==> config.mk <==
export PLATFORM = sky130hd
export DESIGN_NAME = q2e_cordic
export DESIGN_NICKNAME = d
export VERILOG_FILES = /design/src/assert_macros.svh /design/src/q2e_pkg.sv /design/src/q2e_cordic.sv
export SDC_FILE = /design/constraint.sdc
export NUM_CORES = 2
export LEC_CHECK = 0
export BUFFER_PORTS_ARGS = -buffer_cell sky130_fd_sc_hd__buf_2
export CELL_PAD_IN_SITES_DETAIL_PLACEMENT = 1
export CELL_PAD_IN_SITES_GLOBAL_PLACEMENT = 1
export CORE_MARGIN = 2
export CORE_UTILIZATION = 47
export CTS_CLUSTER_DIAMETER = 100
export DETAILED_ROUTE_END_ITERATION = 6
export HOLD_SLACK_MARGIN = 0.02
export PLACE_DENSITY_LB_ADDON = 0.15
export SLEW_MARGIN = 20
export SYNTH_ARGS = -nofsm -noshare
export SYNTH_HDL_FRONTEND = slang
export SYNTH_SLANG_ARGS = --single-unit
==> constraint.sdc <==
create_clock -name clk -period 4.6 [get_ports clk]
set_input_delay 0.46 -clock clk [delete_from_list [all_inputs] [get_ports clk]]
set_output_delay 0.46 -clock clk [all_outputs]
set_load 0.005 [all_outputs]
==> src/assert_macros.svh <==
// assertion helpers included by the core rtl file
`ifndef ASSERT_MACROS_SVH
`define ASSERT_MACROS_SVH

// property that must hold at every clock edge outside reset
`define ASSERT_ALWAYS(label, clk, rst_n, prop) \
  label: assert property (@(posedge clk) disable iff (!rst_n) (prop)) \
    else $error("assertion failed");

// implication checked on the next clock edge
`define ASSERT_NEXT(label, clk, rst_n, ante, cons) \
  label: assert property (@(posedge clk) disable iff (!rst_n) (ante) |=> (cons)) \
    else $error("assertion failed");

`endif

==> src/q2e_pkg.sv <==
// ----------------------------------------------------------------------------
// q2e_pkg
// shared widths, constants and the cordic arctangent table
// ----------------------------------------------------------------------------
package q2e_pkg;

  localparam int CordicSteps = 16;
  localparam int TableLen    = 24;
  localparam int Steps       = (CordicSteps > TableLen) ? TableLen : CordicSteps;

  // product terms are q2.28; cordic vectors grow by about 1.65, plus sign
  localparam int VecW = 36;
  // angle accumulator, 1/256 hundredth of a degree
  localparam int AngW = 24;
  // sqrt operand and root widths
  localparam int SqOpW  = 57;
  localparam int RootW  = 29;

  // sideband carried through the square root pipe: clamp, spare, sr, cr, sy, cy
  localparam int SqSideW = 4 * VecW + 2;
  // sideband carried through each cordic lane
  localparam int CrSideW = 2;

  localparam logic signed [AngW-1:0] HalfTurn = AngW'(18000 * 256);
  localparam logic signed [VecW-1:0] OneQ28   = VecW'(64'sd1 << 28);

  function automatic logic signed [AngW-1:0] atan_entry(input int i);
    logic signed [AngW-1:0] v;
    case (i)
      0:  v = AngW'(1152000);
      1:  v = AngW'(680065);
      2:  v = AngW'(359328);
      3:  v = AngW'(182400);
      4:  v = AngW'(91554);
      5:  v = AngW'(45822);
      6:  v = AngW'(22916);
      7:  v = AngW'(11459);
      8:  v = AngW'(5730);
      9:  v = AngW'(2865);
      10: v = AngW'(1432);
      11: v = AngW'(716);
      12: v = AngW'(358);
      13: v = AngW'(179);
      14: v = AngW'(90);
      15: v = AngW'(45);
      16: v = AngW'(22);
      17: v = AngW'(11);
      18: v = AngW'(6);
      19: v = AngW'(3);
      20: v = AngW'(1);
      21: v = AngW'(1);
      default: v = '0;
    endcase
    return v;
  endfunction

  // one cordic lane item
  typedef struct packed {
    logic signed [VecW-1:0] x;
    logic signed [VecW-1:0] y;
    logic signed [AngW-1:0] z;
  } cvec_t;

endpackage

==> src/q2e_cordic.sv <==
// ----------------------------------------------------------------------------
// q2e_cordic
// pipelined vectoring cordic, one register stage per iteration, with a
// sideband word carried alongside
// ----------------------------------------------------------------------------
module q2e_cordic
  import q2e_pkg::*;
(
  input  logic                    clk,
  input  logic                    rst_n,
  input  logic                    adv,
  input  logic                    in_vld,
  input  logic signed [VecW-1:0]  in_x,
  input  logic signed [VecW-1:0]  in_y,
  input  logic [CrSideW-1:0]      in_side,
  output logic                    out_vld,
  output logic signed [AngW-1:0]  out_z,
  output logic [CrSideW-1:0]      out_side
);

  cvec_t              st_r   [Steps+1];
  logic               vld_r  [Steps+1];
  logic               zro_r  [Steps+1];
  logic [CrSideW-1:0] side_r [Steps+1];

  // prerotation into the right half plane
  cvec_t pre;
  always_comb begin
    pre.x = in_x;
    pre.y = in_y;
    pre.z = '0;
    if (in_x < 0) begin
      pre.x = -in_x;
      pre.y = -in_y;
      pre.z = (in_y >= 0) ? HalfTurn : -HalfTurn;
    end
  end

  always_ff @(posedge clk) begin
    if (!rst_n) vld_r[0] <= 1'b0;
    else if (adv) vld_r[0] <= in_vld;
    if (adv) begin
      st_r[0]   <= pre;
      zro_r[0]  <= (in_x == '0) && (in_y == '0);
      side_r[0] <= in_side;
    end
  end

  // one micro-rotation per stage
  for (genvar i = 0; i < Steps; i++) begin : g_it
    cvec_t nxt;
    always_comb begin
      if (st_r[i].y >= 0) begin
        nxt.x = st_r[i].x + (st_r[i].y >>> i);
        nxt.y = st_r[i].y - (st_r[i].x >>> i);
        nxt.z = st_r[i].z + atan_entry(i);
      end else begin
        nxt.x = st_r[i].x - (st_r[i].y >>> i);
        nxt.y = st_r[i].y + (st_r[i].x >>> i);
        nxt.z = st_r[i].z - atan_entry(i);
      end
    end
    always_ff @(posedge clk) begin
      if (!rst_n) vld_r[i+1] <= 1'b0;
      else if (adv) vld_r[i+1] <= vld_r[i];
      if (adv) begin
        st_r[i+1]   <= nxt;
        zro_r[i+1]  <= zro_r[i];
        side_r[i+1] <= side_r[i];
      end
    end
  end

  // a zero vector has angle zero
  assign out_vld  = vld_r[Steps];
  assign out_z    = zro_r[Steps] ? '0 : st_r[Steps].z;
  assign out_side = side_r[Steps];

endmodule

### After elaboration in Yosys (flattened, before gate mapping)

Memory sizes are Yosys's and may differ from the RTL's.
Index checks and enable logic that the tools add are counted.

* register bits after elaboration: 0
* latch bits: 0
* RAM bits: 1700
* bits in read-only memories: 0
* input port bits: 78
* output and inout bits: 27
* word-level logic and storage cells: 180
* memories: 4

* add/subtract/negate cells: 97
* multipliers: 0
* divide/modulo/power cells: 0
* order comparisons: 18
* equal/unequal tests: 0
* shift operators: 0
* muxes and demuxes: 41
* bitwise operators: 17
* reductions and logical operators: 3

Memories
* st_r: words 17, width 96, read ports 17, clocked after Yosys merged registers in 0, write ports 17, RTL line q2e_cordic.sv:21 `cvec_t st_r [Steps+1];`
* side_r: words 17, width 2, read ports 17, clocked after Yosys merged registers in 0, write ports 17, RTL line q2e_cordic.sv:24 `logic [CrSideW-1:0] side_r [Steps+1];`
* vld_r: words 17, width 1, read ports 17, clocked after Yosys merged registers in 0, write ports 17, RTL line q2e_cordic.sv:22 `logic vld_r [Steps+1];`
* zro_r: words 17, width 1, read ports 17, clocked after Yosys merged registers in 0, write ports 17, RTL line q2e_cordic.sv:23 `logic zro_r [Steps+1];`

Operators with widths (count)
* $mux W96: 17
* $ge A36 B1 Y1 const B: 17
* $add A36 B21 Y36: 2
* $add A36 B22 Y36: 2
* $add A36 B23 Y36: 2
* $add A36 B24 Y36: 2
* $add A36 B25 Y36: 2
* $add A36 B26 Y36: 2
* $add A36 B27 Y36: 2
* $add A36 B28 Y36: 2
* $add A36 B29 Y36: 2
* $add A36 B30 Y36: 2
* $add A36 B31 Y36: 2
* $add A36 B32 Y36: 2
* $add A36 B33 Y36: 2
* $add A36 B34 Y36: 2
* $add A36 B35 Y36: 2
* $logic_not A36 Y1: 2
* $neg A36 Y36: 2
* $sub A36 B21 Y36: 2
* $sub A36 B22 Y36: 2
* $sub A36 B23 Y36: 2
* $sub A36 B24 Y36: 2
* $sub A36 B25 Y36: 2
* other kinds (49): 98

### Depth between registers and ports, before layout

* depth in word-level cells: 4
* mapped depth: 23
* mapped depth without buffers: 22

### Worst setup path after synthesis

No wires, ideal clock.

* path type: register -> register
* start point: mem st_r[0][1098] (netlist name)
* end point: mem st_r[0][1244] (netlist name) (data pin)
* library setup time: 0.260 ns
* data arrival time: 4.778 ns
* data required time: 4.340 ns
* setup slack: -0.438 ns
* cell stages (with the launch flop): 21
* buffers on the path: 1
* clock period less this slack: 5.038 ns
* cells stage by stage: edfxtp_1 > or4_1 > or4_1 > or2_2 > or3_1 > nand2b_1 > nand2_1 > xnor2_1 > ha_1 > clkbuf_1 > a21o_1 > a21o_1 > a21oi_1 > nand2_1 > a21o_1 > o2bb2ai_1 > a41o_1 > o41ai_1 > o221ai_1 > a21oi_1 > xnor2_1

RTL lines (RTL line)
* start, declared: q2e_cordic.sv:21

==> load_flow_metrics.sql <==
INSERT INTO impl_metrics (metric_group, metric, value, unit) VALUES
('cts', 'cts-root-buf', 'sky130_fd_sc_hd__clkbuf_16', ''),
('setup_path', 'crit-reg2reg-capture', 'st_r[0][538]$_DFFE_PP_', ''),
('cts', 'cts.htree.levels', '4', ''),
('grt', 'grt_use_total', '0.2976', ''),
('setup_path', 'worst-r2r-cell-count', '19', ''),
('cells_and_area', 'multi_input_comb_area', '84340', 'sq um'),
('sta', 'number_of_max_slew_violations_in_the_final_report', '0', ''),
('yosys', 'synth_seq_area_share', '0.3577', ''),
('yosys', 'synth.distinct_cells', '90', ''),
('setup_path', 'critPathArrivalTime', '5.67', 'ns'),
('grt', 'antenna_violations_before_repair', '6', ''),
('setup_path', 'cp_max_fo', '4', ''),
('setup_path', 'required', '5.23', 'ns'),
('routing', 'detailedRoute.firstIterationViolations', '5940', ''),
('sta', 'timing_worst_slew_pin_value', '1.164', 'ns'),
('floorplan', 'chipHeight', '517.9', 'um'),
('yosys', 'synth_commonest_cells', 'sky130_fd_sc_hd__edfxtp_1, sky130_fd_sc_hd__ha_1, sky130_fd_sc_hd__xnor2_1', ''),
('sta', 'finalSetupTns', '-17.14', 'ns'),
('setup_path', 'start_to_end_type_of_the_worst_setup_path', 'reg -> reg', ''),
('floorplan', 'initial_util', '0.4729', ''),
('sta', 'final_count_of_hold_timing_violations', '0', ''),
('cts', 'clock_tree.buffer_depth', '4', ''),
('grt', 'grt_pass1_wl', '647900', 'um'),
('routing', 'first_pass_iters', '5', ''),
('min_path', 'min_path_type', 'in -> reg', ''),
('cells_and_area', 'final_net_count', '16437', ''),
('grt', 'number_of_global_route_vias_before_repair', '115022', ''),
('run_status', 'failing_checks', 'setup timing', ''),
('min_path', 'timing.hold.worst_endpoint', 'st_r[0][61]$_DFFE_PP_', ''),
('sta', 'worst_slack', '-0.4366', 'ns'),
('yosys', 'yosys.area.top_type_share', '0.3575', ''),
('setup_path', 'worst-r2r-setup-slack', '-0.44', 'ns'),
('cells_and_area', 'register_area', '44400', 'sq um'),
('sta', 'final_period_minus_worst_setup_slack', '5.037', 'ns'),
('yosys', 'summed_instance_area_of_the_synthesized_netlist', '124100', 'sq um'),
('job', 'drv_cap', '0', ''),
('routing', 'via_per_inst', '5.874', ''),
('routing', 'route.detailed.drc', '0', ''),
('floorplan', 'die_area', '268300', 'sq um'),
('yosys', 'synth_largest_area_cell', 'sky130_fd_sc_hd__edfxtp_1', ''),
('cts', 'clk-insertion-delay-late', '0.90', 'ns'),
('setup_path', 'timing.critical_path.from_type', 'register', ''),
('routing', 'postRouteWirelength', '423600', 'um'),
('cells_and_area', 'final_layout_size_suffix_gt1_frac', '0.2369', ''),
('setup_path', 'critPathCaptureType', 'register', ''),
('sta', 'maxSlewHeadroom', '0.2183', ''),
('cts', 'tritoncts_clock_tree', 'built', ''),
('yosys', 'synth.area.top_cells', 'sky130_fd_sc_hd__edfxtp_1, sky130_fd_sc_hd__ha_1, sky130_fd_sc_hd__xnor2_1', ''),
('place', 'gp_routability_congestion', '0.9302', ''),
('floorplan', 'io-pin-count', '105', ''),
('sta', 'fmaxAchievable', '0.1985', 'GHz'),
('cts', 'cts_num_sinks', '1479', ''),
('min_path', 'hold-path-cell-count', '3', ''),
('yosys', 'synth-async-reset-ratio', '0', ''),
('floorplan', 'core_region_area', '262500', 'sq um'),
('cells_and_area', 'layout.filler_cells', '28703', ''),
('cts', 'path_clk_slew', '0.06', 'ns'),
('floorplan', 'rows', '188', ''),
('routing', 'ant_nets', '0', ''),
('cts', 'cts_inserted_buffers', '182', ''),
('sta', 'worst_clk_skew', '0.06112', 'ns'),
('yosys', 'yosys.cell_count.top_type', 'sky130_fd_sc_hd__edfxtp_1', ''),
('routing', 'vias', '109241', ''),
('place', 'placed_area', '141100', 'sq um'),
('floorplan', 'fp.dieW', '517.9', 'um'),
('min_path', 'min-delay-start', 'in_x[1]', ''),
('sta', 'post-route-period-util', '1.095', ''),
('sta', 'report.final.setup_viol', '99', ''),
('yosys', 'netlist_instances', '12780', ''),
('yosys', 'synth_top_flop_cell', 'sky130_fd_sc_hd__edfxtp_1', ''),
('run_status', 'run_status', 'finished with violations', '');
sequential cells by signal, indices dropped and copies added, names as in the netlist:
| name | cells |
|---|---|
| zro_r | 17 |
| side_r | 34 |
| st_r | 1411 |
| vld_r | 17 |
how the worst max path moves through the flow:
stage	start	to	slack, ns
6_report	st_r[0][453]$_DFFE_PP_	st_r[0][538]$_DFFE_PP_	-0.44
5_1_grt	st_r[0][842]$_DFFE_PP_	st_r[0][921]$_DFFE_PP_	-0.57
4_1_cts	st_r[0][158]$_DFFE_PP_	st_r[0][250]$_DFFE_PP_	-0.33
3_5_place_dp	st_r[0][1189]$_DFFE_PP_	st_r[0][1343]$_DFFE_PP_	-0.72
3_3_place_gp	st_r[0][1189]$_DFFE_PP_	st_r[0][1343]$_DFFE_PP_	-0.55
2_1_floorplan	st_r[0][225]$_DFFE_PP_	st_r[0][383]$_DFFE_PP_	-0.13
through the flow:
step                hold WS (ns)  cells  worst slack (ns)    util
floorplan                 0.4003  12857           -0.1282       -
global placement          0.4009  17846           -0.5484  0.5375
detailed placement        0.4056  17846           -0.7215  0.5375
CTS                      0.08713  18421           -0.3254  0.5811
global route              0.1412  18596           -0.5654  0.6021
finish                    0.1455  18598           -0.4366  0.6022
worst max-delay path: stages (launching register included):
cell	delay (ns)
sky130_fd_sc_hd__edfxtp_1	0.41
sky130_fd_sc_hd__or4_4	0.57
sky130_fd_sc_hd__or3_4	0.38
sky130_fd_sc_hd__or3_4	0.37
sky130_fd_sc_hd__or4_4	0.47
sky130_fd_sc_hd__buf_6	0.14
sky130_fd_sc_hd__buf_6	0.10
sky130_fd_sc_hd__buf_6	0.11
sky130_fd_sc_hd__o31ai_4	0.19
sky130_fd_sc_hd__xor2_1	0.21
sky130_fd_sc_hd__ha_1	0.29
sky130_fd_sc_hd__a21o_1	0.20
sky130_fd_sc_hd__a21oi_4	0.21
sky130_fd_sc_hd__nand3_2	0.08
sky130_fd_sc_hd__o21bai_4	0.20
sky130_fd_sc_hd__nand3_4	0.11
sky130_fd_sc_hd__a31oi_4	0.14
sky130_fd_sc_hd__a221o_1	0.39
sky130_fd_sc_hd__a21oi_2	0.14
sky130_fd_sc_hd__xnor2_1	0.09
cell usage in the layout (no fill, tap or decap), types with 98 or more instances in the layout:
| master | count |
|---|---|
| sky130_fd_sc_hd__xnor2_1 | 1163 |
| sky130_fd_sc_hd__a21o_1 | 603 |
| sky130_fd_sc_hd__inv_1 | 521 |
| sky130_fd_sc_hd__o21ai_2 | 100 |
| sky130_fd_sc_hd__o21ai_0 | 649 |
| sky130_fd_sc_hd__buf_4 | 1815 |
| sky130_fd_sc_hd__o21bai_1 | 139 |
| sky130_fd_sc_hd__nand2_1 | 708 |
| sky130_fd_sc_hd__nand2b_1 | 224 |
| sky130_fd_sc_hd__nor2b_1 | 222 |
| sky130_fd_sc_hd__o21a_1 | 187 |
| sky130_fd_sc_hd__nor3_1 | 176 |
| sky130_fd_sc_hd__edfxtp_1 | 1478 |
| sky130_fd_sc_hd__buf_2 | 103 |
| sky130_fd_sc_hd__a21oi_2 | 185 |
| sky130_fd_sc_hd__o31ai_1 | 169 |
| sky130_fd_sc_hd__a21oi_1 | 904 |
| sky130_fd_sc_hd__buf_6 | 98 |
| sky130_fd_sc_hd__o21ai_1 | 116 |
| sky130_fd_sc_hd__nor2_1 | 698 |
| sky130_fd_sc_hd__nand3_1 | 171 |
| sky130_fd_sc_hd__ha_1 | 1330 |
| sky130_fd_sc_hd__clkbuf_16 | 184 |
| sky130_fd_sc_hd__xor2_1 | 681 |
logic make-up (layout without fill, tap and decap cells):
group                    Yosys count  after routing  synth area share
adder cells (fa/ha/maj)         1427           1427            0.1465
other                              1             81        0.00003021
flip-flops                      1479           1479            0.3577
buffers and inverters            790           3013           0.02396
XOR/XNOR                        1920           1920            0.1355
AND/OR/NAND/NOR                 3157           3157            0.1281
multiplexers                      34             34          0.002752
AO/OA/AOI/OAI                   3972           3972            0.2055
repair_timing:
action,CTS,global route
gates cloned,0,0
buffers inserted,186,210
endpoints found under the hold margin,101,0
resized for setup,742,919
pin swaps,357,586
endpoints found under the setup margin,261,286
hold buffers,94,0
area by class of cell:
cell class,count,share of cell area
well taps,3515,0.02782
inverters,546,0.01303
clock inverters,122,0.008897
multi-input cells,10588,0.5336
diodes,3,0.00004749
repair buffers,2135,0.1056
flip-flops and latches,1479,0.2809
clock buffers,210,0.03019
routing by layer:
metal	vias up	GRT usage	wire [um]	share of wire
met5	-	0	7	0.000017
met4	2	0.07993	11430	0.027
met3	623	0.03267	17360	0.041
met2	1837	0.5310	214100	0.51
met1	54891	0.3798	180600	0.43
li1	51888	-	-	-
Power is not shown: default switching activity piles up to over one toggle a cycle in this logic, so the estimate is an artifact.
